==> src/pcac_pkg.sv <==
// ----------------------------------------------------------------------------
// pcac_pkg: shared types for the pneumatic cylinder actuator control unit
// Command codes, configuration register indexes, phase encoding and the
// request, result, configuration and state structures.
// ----------------------------------------------------------------------------
package pcac_pkg;

  localparam int unsigned CNT_W      = 16;
  localparam int unsigned TMR_W      = 16;
  localparam int unsigned CFG_IDX_W  = 3;
  localparam int unsigned CFG_DATA_W = 16;

  localparam logic [CNT_W-1:0] CNT_MAX = {CNT_W{1'b1}};

  typedef enum logic [2:0] {
    CMD_POLL_EXT  = 3'd0,
    CMD_POLL_RET  = 3'd1,
    CMD_FORCE_ON  = 3'd2,
    CMD_FORCE_OFF = 3'd3,
    CMD_RESET     = 3'd4,
    CMD_TICK      = 3'd5,
    CMD_ABORT_EXT = 3'd6,
    CMD_ABORT_RET = 3'd7
  } cmd_t;

  typedef enum logic [CFG_IDX_W-1:0] {
    CFG_ACT_EN     = 3'd0,
    CFG_SENS_EN    = 3'd1,
    CFG_POLARITY   = 3'd2,
    CFG_EXT_TMO    = 3'd3,
    CFG_RET_TMO    = 3'd4,
    CFG_EXT_SETTLE = 3'd5,
    CFG_RET_SETTLE = 3'd6
  } cfg_idx_t;

  typedef enum logic [3:0] {
    PH_IDLE   = 4'b0001,
    PH_RETRY  = 4'b0010,
    PH_WAIT   = 4'b0100,
    PH_SETTLE = 4'b1000
  } phase_t;

  typedef struct packed {
    logic [2:0] cmd;
    logic       extend_sensor_raw;
    logic       retract_sensor_raw;
    logic       system_running;
    logic       handler_paused;
  } in_data_t;

  typedef struct packed {
    logic             motion_done;
    logic             valve_drive;
    logic             position_status;
    logic             cylinder_extended;
    logic             motions_idle;
    logic             alarm_raise;
    logic             alarm_clear;
    logic             alarm_side;
    logic [CNT_W-1:0] timeout_total;
    logic [CNT_W-1:0] transition_total;
  } out_data_t;

  typedef struct packed {
    logic             actuator_enable;
    logic [1:0]       sensor_enables;
    logic [2:0]       polarity_bits;
    logic [TMR_W-1:0] extend_timeout;
    logic [TMR_W-1:0] retract_timeout;
    logic [TMR_W-1:0] extend_settle;
    logic [TMR_W-1:0] retract_settle;
  } cfg_t;

  typedef struct packed {
    phase_t           ext_phase;
    phase_t           ret_phase;
    logic             ext_fail;
    logic             ret_fail;
    logic [TMR_W-1:0] ext_wait;
    logic [TMR_W-1:0] ret_wait;
    logic [TMR_W-1:0] ext_settle_tmr;
    logic [TMR_W-1:0] ret_settle_tmr;
    logic             status_flag;
    logic             extended_flag;
    logic             last_dir;
    logic             first_cmd;
    logic             valve_level;
    logic [CNT_W-1:0] tmo_cnt;
    logic [CNT_W-1:0] trans_cnt;
  } state_t;

endpackage

==> src/pcac_core.sv <==
// ----------------------------------------------------------------------------
// pcac_core: command decode and next-state logic
// Works out the next cylinder state and the result fields for one request
// from the current state, the configuration and the request payload.
// ----------------------------------------------------------------------------
module pcac_core import pcac_pkg::*; (
  input  cfg_t      cfg,
  input  state_t    st,
  input  in_data_t  req,
  output state_t    st_nxt,
  output out_data_t rsp
);

  typedef struct packed {
    phase_t           phase;
    logic             fails;
    logic [TMR_W-1:0] wait_tmr;
    logic [TMR_W-1:0] settle_tmr;
    logic             status_wr;
    logic             status_val;
    logic             raise;
    logic             success;
  } poll_t;

  localparam logic [TMR_W-1:0] TMR_ONE = {{(TMR_W-1){1'b0}}, 1'b1};

  function automatic logic [TMR_W-1:0] dec_tmr(input logic [TMR_W-1:0] t);
    dec_tmr = (t != '0) ? (t - TMR_ONE) : t;
  endfunction

  // one poll of one direction, is_ret selects the retract flavor
  function automatic poll_t poll_side(
    input logic             is_ret,
    input phase_t           phase,
    input logic             fails,
    input logic [TMR_W-1:0] wait_tmr,
    input logic [TMR_W-1:0] settle_tmr,
    input logic [TMR_W-1:0] tmo,
    input logic [TMR_W-1:0] settle,
    input logic             fitted,
    input logic             sensed,
    input logic             running,
    input logic             paused
  );
    poll_t r;
    logic  confirm;
    logic  stop;
    logic  fail;
    r.phase      = phase;
    r.fails      = fails;
    r.wait_tmr   = wait_tmr;
    r.settle_tmr = settle_tmr;
    r.status_wr  = 1'b0;
    r.status_val = 1'b0;
    r.raise      = 1'b0;
    r.success    = 1'b0;
    confirm      = 1'b0;
    stop         = 1'b0;
    fail         = 1'b0;
    if (phase == PH_IDLE || phase == PH_RETRY) begin
      if (!fitted || sensed) begin
        confirm = 1'b1;
      end else if (tmo == '0) begin
        // immediate check failed, retract keeps its phase
        stop = 1'b1;
        fail = 1'b1;
        if (!is_ret) begin
          r.phase = PH_IDLE;
        end
      end else begin
        r.wait_tmr = tmo;
        r.phase    = PH_WAIT;
      end
    end
    if (!stop && !confirm && r.phase == PH_WAIT) begin
      stop = 1'b1;
      if (sensed) begin
        confirm = 1'b1;
        stop    = 1'b0;
      end else if (paused) begin
        r.wait_tmr = tmo;
      end else if (r.wait_tmr == '0) begin
        fail    = 1'b1;
        r.phase = PH_IDLE;
      end
    end
    if (fail) begin
      r.status_wr  = 1'b1;
      r.status_val = is_ret;
      if (running) begin
        if (fails) begin
          r.raise = 1'b1;
          r.fails = 1'b0;
          r.phase = PH_IDLE;
        end else begin
          r.fails = 1'b1;
          r.phase = PH_RETRY;
        end
      end
    end
    if (!stop) begin
      if (confirm && settle != '0) begin
        r.settle_tmr = settle;
        r.phase      = PH_SETTLE;
      end else if (confirm || r.settle_tmr == '0) begin
        r.success    = 1'b1;
        r.phase      = PH_IDLE;
        r.fails      = 1'b0;
        r.status_wr  = 1'b1;
        r.status_val = ~is_ret;
      end
    end
    poll_side = r;
  endfunction

  logic  esense;
  logic  rsense;
  poll_t pe;
  poll_t pr;
  logic  drive;
  logic  dir;
  logic  count_req;
  logic  done;
  logic  raise;
  logic  clear;
  logic  side;

  assign esense = cfg.sensor_enables[0] & (req.extend_sensor_raw ^ cfg.polarity_bits[1]);
  assign rsense = cfg.sensor_enables[1] & (req.retract_sensor_raw ^ cfg.polarity_bits[2]);

  assign pe = poll_side(1'b0, st.ext_phase, st.ext_fail, st.ext_wait, st.ext_settle_tmr,
                        cfg.extend_timeout, cfg.extend_settle, cfg.sensor_enables[0],
                        esense, req.system_running, req.handler_paused);
  assign pr = poll_side(1'b1, st.ret_phase, st.ret_fail, st.ret_wait, st.ret_settle_tmr,
                        cfg.retract_timeout, cfg.retract_settle, cfg.sensor_enables[1],
                        rsense, req.system_running, req.handler_paused);

  always_comb begin
    st_nxt    = st;
    drive     = 1'b0;
    dir       = 1'b0;
    count_req = 1'b0;
    done      = 1'b0;
    raise     = 1'b0;
    clear     = 1'b0;
    side      = 1'b0;
    unique case (cmd_t'(req.cmd))
      CMD_POLL_EXT: begin
        drive                 = 1'b1;
        dir                   = 1'b1;
        st_nxt.ext_phase      = pe.phase;
        st_nxt.ext_fail       = pe.fails;
        st_nxt.ext_wait       = pe.wait_tmr;
        st_nxt.ext_settle_tmr = pe.settle_tmr;
        if (pe.status_wr) begin
          st_nxt.status_flag = pe.status_val;
        end
        if (pe.success) begin
          st_nxt.extended_flag = 1'b1;
        end
        count_req = pe.success;
        done      = pe.success;
        raise     = pe.raise;
        clear     = pe.success;
      end
      CMD_POLL_RET: begin
        drive                 = 1'b1;
        st_nxt.ret_phase      = pr.phase;
        st_nxt.ret_fail       = pr.fails;
        st_nxt.ret_wait       = pr.wait_tmr;
        st_nxt.ret_settle_tmr = pr.settle_tmr;
        if (pr.status_wr) begin
          st_nxt.status_flag = pr.status_val;
        end
        if (pr.success) begin
          st_nxt.extended_flag = 1'b0;
        end
        done  = pr.success;
        raise = pr.raise;
        clear = pr.success;
        side  = pr.raise | pr.success;
      end
      CMD_FORCE_ON: begin
        drive                = 1'b1;
        dir                  = 1'b1;
        st_nxt.status_flag   = 1'b1;
        st_nxt.extended_flag = 1'b1;
        st_nxt.ext_phase     = PH_IDLE;
      end
      CMD_FORCE_OFF: begin
        drive                = 1'b1;
        st_nxt.status_flag   = 1'b0;
        st_nxt.extended_flag = 1'b0;
        st_nxt.ret_phase     = PH_IDLE;
      end
      CMD_RESET: begin
        st_nxt.ext_phase = PH_IDLE;
        st_nxt.ret_phase = PH_IDLE;
        st_nxt.ext_fail  = 1'b0;
        st_nxt.ret_fail  = 1'b0;
      end
      CMD_TICK: begin
        st_nxt.ext_wait       = dec_tmr(st.ext_wait);
        st_nxt.ret_wait       = dec_tmr(st.ret_wait);
        st_nxt.ext_settle_tmr = dec_tmr(st.ext_settle_tmr);
        st_nxt.ret_settle_tmr = dec_tmr(st.ret_settle_tmr);
      end
      CMD_ABORT_EXT: begin
        st_nxt.ext_phase = PH_RETRY;
      end
      CMD_ABORT_RET: begin
        st_nxt.ret_phase = PH_RETRY;
      end
    endcase

    // valve pin, polarity bit0 marks active-low wiring
    if (drive && cfg.actuator_enable) begin
      st_nxt.valve_level = dir ? ~cfg.polarity_bits[0] : cfg.polarity_bits[0];
    end

    // direction change count, extend success counts even when disabled
    if (((drive && cfg.actuator_enable) || count_req) &&
        (st.last_dir != dir || st.first_cmd)) begin
      st_nxt.first_cmd = 1'b0;
      st_nxt.last_dir  = dir;
      if (st.trans_cnt != CNT_MAX) begin
        st_nxt.trans_cnt = st.trans_cnt + {{(CNT_W-1){1'b0}}, 1'b1};
      end
    end

    if (raise && st.tmo_cnt != CNT_MAX) begin
      st_nxt.tmo_cnt = st.tmo_cnt + {{(CNT_W-1){1'b0}}, 1'b1};
    end

    rsp.motion_done       = done;
    rsp.valve_drive       = st_nxt.valve_level;
    rsp.position_status   = st_nxt.status_flag;
    rsp.cylinder_extended = st_nxt.extended_flag;
    rsp.motions_idle      = (st_nxt.ext_phase == PH_IDLE) && (st_nxt.ret_phase == PH_IDLE);
    rsp.alarm_raise       = raise;
    rsp.alarm_clear       = clear;
    rsp.alarm_side        = side;
    rsp.timeout_total     = st_nxt.tmo_cnt;
    rsp.transition_total  = st_nxt.trans_cnt;
  end

endmodule

==> src/pneumatic_cylinder_actuator_control_unit.sv <==
// ----------------------------------------------------------------------------
// pneumatic_cylinder_actuator_control_unit: pneumatic cylinder controller
// Takes one command request per cycle and returns one status result per
// request: valve level, believed position, alarm pulses and counters.
// ----------------------------------------------------------------------------
// Flow: one request is taken every clock cycle while in_stall is low, and its
// result is presented from the output register. A request is captured in an
// input register, the whole command (sensor check, timers, failure and alarm
// logic, saturating counters) is resolved in one pass of the core logic, and
// the result lands in the output register while the cylinder state updates.
// A stalled result holds the output register; the input register then holds
// one more request before in_stall rises. Configuration writes take effect
// on the next cycle and should be made while no request is in flight.
module pneumatic_cylinder_actuator_control_unit import pcac_pkg::*; (
  input  logic                  clk,
  input  logic                  rst_n,
  input  logic                  in_valid,
  output logic                  in_stall,
  input  in_data_t              in_data,
  output logic                  out_valid,
  input  logic                  out_stall,
  output out_data_t             out_data,
  input  logic                  cfg_we,
  input  logic [CFG_IDX_W-1:0]  cfg_idx,
  input  logic [CFG_DATA_W-1:0] cfg_data
);

  localparam state_t RST_STATE = '{
    ext_phase:      PH_IDLE,
    ret_phase:      PH_IDLE,
    ext_fail:       1'b0,
    ret_fail:       1'b0,
    ext_wait:       '0,
    ret_wait:       '0,
    ext_settle_tmr: '0,
    ret_settle_tmr: '0,
    status_flag:    1'b0,
    extended_flag:  1'b0,
    last_dir:       1'b0,
    first_cmd:      1'b1,
    valve_level:    1'b0,
    tmo_cnt:        '0,
    trans_cnt:      '0
  };

  cfg_t      cfg_r;
  state_t    state_r;
  state_t    state_nxt;
  logic      s1_valid_r;
  in_data_t  s1_data_r;
  logic      out_valid_r;
  out_data_t out_data_r;
  out_data_t rsp;
  logic      out_free;
  logic      adv;

  assign out_free  = !out_valid_r || !out_stall;
  assign adv       = s1_valid_r && out_free;
  assign in_stall  = s1_valid_r && !out_free;
  assign out_valid = out_valid_r;
  assign out_data  = out_data_r;

  pcac_core u_core (
    .cfg    (cfg_r),
    .st     (state_r),
    .req    (s1_data_r),
    .st_nxt (state_nxt),
    .rsp    (rsp)
  );

  // configuration registers
  always_ff @(posedge clk) begin
    if (!rst_n) begin
      cfg_r <= '0;
    end else if (cfg_we) begin
      case (cfg_idx)
        CFG_ACT_EN:     cfg_r.actuator_enable <= cfg_data[0];
        CFG_SENS_EN:    cfg_r.sensor_enables  <= cfg_data[1:0];
        CFG_POLARITY:   cfg_r.polarity_bits   <= cfg_data[2:0];
        CFG_EXT_TMO:    cfg_r.extend_timeout  <= cfg_data[TMR_W-1:0];
        CFG_RET_TMO:    cfg_r.retract_timeout <= cfg_data[TMR_W-1:0];
        CFG_EXT_SETTLE: cfg_r.extend_settle   <= cfg_data[TMR_W-1:0];
        CFG_RET_SETTLE: cfg_r.retract_settle  <= cfg_data[TMR_W-1:0];
        default: begin
        end
      endcase
    end
  end

  // input stage
  always_ff @(posedge clk) begin
    if (!rst_n) begin
      s1_valid_r <= 1'b0;
    end else if (!in_stall) begin
      s1_valid_r <= in_valid;
    end
  end

  always_ff @(posedge clk) begin
    if (!in_stall && in_valid) begin
      s1_data_r <= in_data;
    end
  end

  // cylinder state and result stage
  always_ff @(posedge clk) begin
    if (!rst_n) begin
      state_r     <= RST_STATE;
      out_valid_r <= 1'b0;
    end else begin
      if (adv) begin
        state_r <= state_nxt;
      end
      if (out_free) begin
        out_valid_r <= adv;
      end
    end
  end

  always_ff @(posedge clk) begin
    if (adv) begin
      out_data_r <= rsp;
    end
  end

  // raise and clear never come from the same request
  assert property (@(posedge clk) disable iff (!rst_n)
    out_valid_r |-> !(out_data_r.alarm_raise && out_data_r.alarm_clear))
    else $error("alarm raise and clear in one result");

  // a completed motion always clears its alarm side
  assert property (@(posedge clk) disable iff (!rst_n)
    (out_valid_r && out_data_r.motion_done) |-> out_data_r.alarm_clear)
    else $error("motion done without alarm clear");

  // timeout count never goes backward
  assert property (@(posedge clk) disable iff (!rst_n)
    rst_n |=> state_r.tmo_cnt >= $past(state_r.tmo_cnt))
    else $error("timeout count decreased");

  // a held request in the input stage is kept until it moves on
  assert property (@(posedge clk) disable iff (!rst_n)
    (s1_valid_r && !adv) |=> (s1_valid_r && $stable(s1_data_r)))
    else $error("held request lost");

endmodule

==> config.mk <==
export PLATFORM = sky130hd
export DESIGN_NAME = pneumatic_cylinder_actuator_control_unit
export DESIGN_NICKNAME = d
export VERILOG_FILES = /design/src/pcac_pkg.sv /design/src/pcac_core.sv /design/src/pneumatic_cylinder_actuator_control_unit.sv
export SDC_FILE = /design/constraint.sdc
export NUM_CORES = 1
export LEC_CHECK = 0
export ABC_AREA = 1
export BUFFER_PORTS_ARGS = -buffer_cell sky130_fd_sc_hd__buf_2
export CORE_ASPECT_RATIO = 1.75
export CORE_MARGIN = 2
export CORE_UTILIZATION = 61
export CTS_CLUSTER_DIAMETER = 50
export DETAILED_ROUTE_END_ITERATION = 8
export GPL_TIMING_DRIVEN = 0
export PLACE_DENSITY = 0.8
export SLEW_MARGIN = 30
export SYNTH_ARGS = -nofsm -noshare
export SYNTH_HDL_FRONTEND = slang
export SYNTH_SLANG_ARGS = --single-unit
==> constraint.sdc <==
create_clock -name clk -period 3 [get_ports clk]
set_input_delay 0.15 -clock clk [delete_from_list [all_inputs] [get_ports clk]]
set_output_delay 0.15 -clock clk [all_outputs]
set_load 0.005 [all_outputs]
---- Yosys cells after proc, flatten, opt, wreduce, memory -nomap -nowiden ----
Cells that the tools add are included.
word-level totals
  register bits ........................... 229
  input bits .............................. 31
  output and inout bits ................... 42
operators by class
  add/sub/neg operators ................... 6
  equality and inequality tests ........... 32
  multiplexer cells ....................... 113
  bitwise operators ....................... 6
  reductions and logical operators ........ 68
operators by type and width
  operator               count
  $mux 16                21
  $pmux 16 s2            4
  $logic_not 16->1       6
  $reduce_bool 16->1     6
  $sub 16x1->16 const B  4
  $mux 4                 15
  $mux 1                 47
  $mux 5                 8
  $mux 18                2
  $add 16x1->16 const B  2
  $ne 16x16->1 const B   2
  $pmux 4 s3             2
  $eq 3x3->1 const B     7
  $reduce_and 2->1       10
  $eq 4x1->1 const B     4
  $mux 3                 5
  $logic_and 1x1->1      13
  $eq 3x2->1 const B     4
  $ne 2x1->1 const B     6
  $logic_not 1->1        10
  $reduce_and 5->1       2
  $logic_or 1x1->1       9
  $eq 4x2->1 const B     2
  $eq 4x3->1 const B     2
  15 further kinds       32

---- Depth between registers and ports, before layout ----
  depth after elaboration ................. 18
  gate-level depth with buffers ........... 23
  mapped depth without buffers ............ 21

---- By module ----
A second synthesis with hierarchy kept.
unflattened totals
  cell total of the unflattened synthesis .. 2150
  area, all modules ....................... 14233.7 sq um
by module, submodules not included
  module                                    instances  cells each  area each (sq um)  seq. area each (sq um)
  pneumatic_cylinder_actuator_control_unit  1          952         8101.5             5074.9
  pcac_core                                 1          1198        6132.1             0.0

---- Worst setup path before layout ----
Ideal clock, no wire load.
  kind .................................... register to register
  from .................................... register out_valid_r, in the netlist out_valid
  to ...................................... register out_data_r (netlist bit out_data[0]) (enable)
  arrival time ............................ 2075 ps
  data required time ...................... 2582 ps
  path slack .............................. 506 ps
  stages on the path, launching flop included .. 6
  buffers on the path ..................... 2
  clock period less this slack ............ 2494 ps
  cells stage by stage .................... dfxtp_1 -> nand2_1 -> inv_1 -> nor2_1 -> clkbuf_1 -> clkbuf_1
between the ends
  longest elaborated chain between the ends .. 3
RTL lines
  element                 line                                             source
  from (decl)             pneumatic_cylinder_actuator_control_unit.sv:51   logic out_valid_r;
  from (signal assigned)  pneumatic_cylinder_actuator_control_unit.sv:115  out_valid_r <= adv;
  $logic_not 1->1         pneumatic_cylinder_actuator_control_unit.sv:57   assign out_free = !out_valid_r || !out_stall;
  $logic_or 1x1->1        pneumatic_cylinder_actuator_control_unit.sv:57
  $logic_and 1x1->1       pneumatic_cylinder_actuator_control_unit.sv:58   assign adv = s1_valid_r && out_free;
  named net adv           pneumatic_cylinder_actuator_control_unit.sv:55   logic adv;
  to (signal assigned)    pneumatic_cylinder_actuator_control_unit.sv:122  out_data_r <= rsp;
  to (decl)               pneumatic_cylinder_actuator_control_unit.sv:52   out_data_t out_data_r;
The timed path passes the listed nets, and every way through them passes these cells.
A chain may end at the register's enable or synchronous reset.

==> flow_summary.yaml <==
sta:
  timing.final.crit_share_pct: 98.48
  finClkSkew_ns: 0.01680
  holdWs_ns: 0.03690
  max_freq_ghz: 0.3385
  fin_crit_ns: 2.954
  finalSetupViolCount: 0
  tightest_slew_ns: 0.8628
  rsz0062_at_grt: "true"
  drv_slew: 0
  hold_violations: 0
  slew_headroom_pct: 42.48
global_route:
  grt_pass1_wl_mm: 67.34
  grt_overflow: 0
  antenna_found_initial: 0
  grt_max_degree: 49
  grt_util_all_layers_pct: 38.76
  grt_pass1_vias: 13294
yosys:
  ys_ff_latch: 229
  synth.cell_area_um2: 12770
  synthFlopType: "dfxtp_1"
  syn_nets: 1920
  synth.avg_cell_area_um2: 6.791
  synth_seq_area_share_pct: 39.49
  synth-edff-count: 46
  synth_cell_types: 47
  syn_inst: 1881
  ys_warn_count: 0
  synthArstFlopShare_pct: 0
power_and_ir_drop:
  powerDensity_nw_per_um2: 527.9
  vdd_ir_drop_max_v: 0.0006335
  p_total_mw: 7.928
  cellLeakagePower_nw: 6.790
detailed_routing:
  first_iter_violations: 1469
  drc: 0
  wire_per_inst_um: 19.31
  ant_nets: 0
  wl_mm: 44.29
  firstDrtPassIters: 6
  via_count: 13838
  avgViaCountPerCell: 6.032
flow_run:
  max-cap-violations: 0
die:
  ios: 73
  fp.dieArea_um2: 22160
  start_util_pct: 61.54
  die_height_um: 195.4
  rows: 70
  core_area_um2: 20760
  dieWidth_um: 113.4
critical_path:
  cpPeakStageDelay_ns: 0.45
  crit_type: "flop to flop"
  required_ns: 3.28
  cpMostUsedCell: "nand2_1"
  cp_cell_sequence: "xnor2_4 > nand2_4 > nor2_8 > nand2_4 > buf_4 > nand2_1 > o21ai_0 > nor2_1 > nand2_1 > nor2_1 > nand3_2 > nand2_1 > nand2_1 > nand2_4 > nand2_1 > nand2_1 > o21ai_1"
  cp-end-kind: "flop"
  startpoint: "s1_data_r[3]$_DFFE_PP_"
  startpoint_type: "flop"
  regToRegStartpoint: "s1_data_r[3]$_DFFE_PP_"
  path_max_fanout: 10
  critPathArrivalTime_ns: 3.24
  cpMaxStageDelayCell: "edfxtp_1"
clock_tree:
  insertion_delay_ns: 0.55
  cts-root-buf: "clkbuf_16"
  cts.sinks: 229
  clkTransAtPathRegs_ns: 0.07
  cts_max_path_buffers: 3
  htreeDepth: 1
  cts_buffers: 24
  cts_tree: "yes"
worst_hold_path:
  worstHoldPathType: "input pin to flop"
  min_from: "cfg_data[0]"
cells_and_area:
  fill_cells: 1777
  layout_commonest_cell: "nand2_1"
  diodes: 0
  register_area_um2: 5046
  syn_to_final_growth_pct: 17.56
  drive_above_1_share_pct: 12.39
  nets: 2063
  final_cell_mix: "nand2_1, inv_1, o21ai_0"
  multiInputGateArea_um2: 6606
status:
  status: "finished clean"
placement:
  gp_congestion: 1.006
  dp_hpwl_mm: 32.45
  port-buffer-count: 72
-- layer usage --
| metal | track usage (%) | wire, um | share of wire, % |
|---|---|---|---|
| met2 | 72.12 | 22520 | 51 |
| met4 | 28.68 | 3965 | 9.0 |
| met3 | 5.525 | 2964 | 6.7 |
| met1 | 37.94 | 14840 | 34 |
| met5 | 0 | 0 | 0 |
-- worst max-delay path: cells and delay by family, from the launching register on --
kind / cells / cell delay, ns
compound gates: 2 / 0.17
xor+xnor: 1 / 0.32
buf+inv: 1 / 0.19
flops: 1 / 0.45
simple gates: 13 / 1.54
-- metrics by stage --
step | setup TNS [ns] | std cells | util [%] | setup WS, ns | area, um2
after floorplan | 0 | 1881 | - | 0.5063 | 12770
after global placement | -44.10 | 2205 | 64.79 | -0.5413 | 13450
after detailed placement | -22.97 | 2205 | 64.81 | -0.4727 | 13450
after CTS | 0 | 2284 | 70.67 | 0.003418 | 14670
after global routing | -0.2982 | 2294 | 72.34 | -0.05692 | 15020
final | 0 | 2294 | 72.34 | 0.04566 | 15020
-- sequential cells by signal, indices dropped and copies added (netlist names) --
name        count
cfg_r          70
s1_data_r       7
s1_valid_r      1
out_valid       1
state_r       111
out_data       39
-- cell usage after synthesis, drive strengths merged (2+ instances only) --
cell	number	area, um2
a211oi	7	52.55
a21oi	179	895.9
a221oi	7	61.31
a31oi	27	168.9
buf	19	122.6
clkbuf	64	241.5
dfxtp	183	3664
edfxtp	46	1381
ha	8	100.1
inv	267	1002
nand2	326	1271
nand3	105	540.5
nand3b	2	15.01
nand4	35	231.5
nor2	237	920.9
nor3	25	130.1
nor3b	2	15.01
nor4	16	100.1
o211ai	9	67.56
o21ai	262	1326
o21bai	8	75.07
o22ai	4	25.02
o31ai	2	15.01
xnor2	11	96.34
xor2	24	210.2
-- worst paths after layout --
kind                              endpoint  slack [ns]  cells past startpoint
setup / recovery    out_data[17]$_DFFE_PP_        0.05                     17
hold / removal      cfg_r[64]$_SDFFE_PN0P_        0.04                      3
setup reg to reg    out_data[17]$_DFFE_PP_        0.05                     17
hold reg to reg   state_r[33]$_SDFFE_PN1P_        0.45                      2
-- cells by family (layout without fill, tap and decap cells) --
family | Yosys count | after routing | share of synthesized area [%]
AO/OA/AOI/OAI | 508 | 508 | 21.26
XOR/XNOR | 35 | 35 | 2.400
adder cells (fa/ha/maj) | 8 | 8 | 0.7837
buffers and inverters | 351 | 512 | 10.73
flip-flops | 229 | 229 | 39.49
AND/OR/NAND/NOR | 750 | 750 | 25.34
-- area by class of cell --
cell class / count / area share [%]
plain buffers: 82 / 2.750
multi-input cells: 1301 / 43.99
clock buffers: 32 / 4.541
repair buffers: 118 / 5.341
clock inverters: 12 / 0.9498
flip-flops and latches: 229 / 33.60
inverters: 268 / 6.724
well taps: 252 / 2.100
-- power by group --
group / switching, mW / internal, mW / leakage, nW
registers: 0.110 / 3.29 / 1.94
logic: 0.928 / 0.445 / 4.46
clock network: 1.36 / 1.79 / 0.392
total: 2.40 / 5.53 / 6.79
-- timing repair --
action	4_1_cts	5_1_grt
pin swaps	4	21
endpoints found under the setup margin	116	131
gates cloned	0	0
resized for setup	16	95
setup buffers	7	11
hold buffers	28	0
endpoints found under the hold margin	48	0
(Power assumes the default switching activity.)
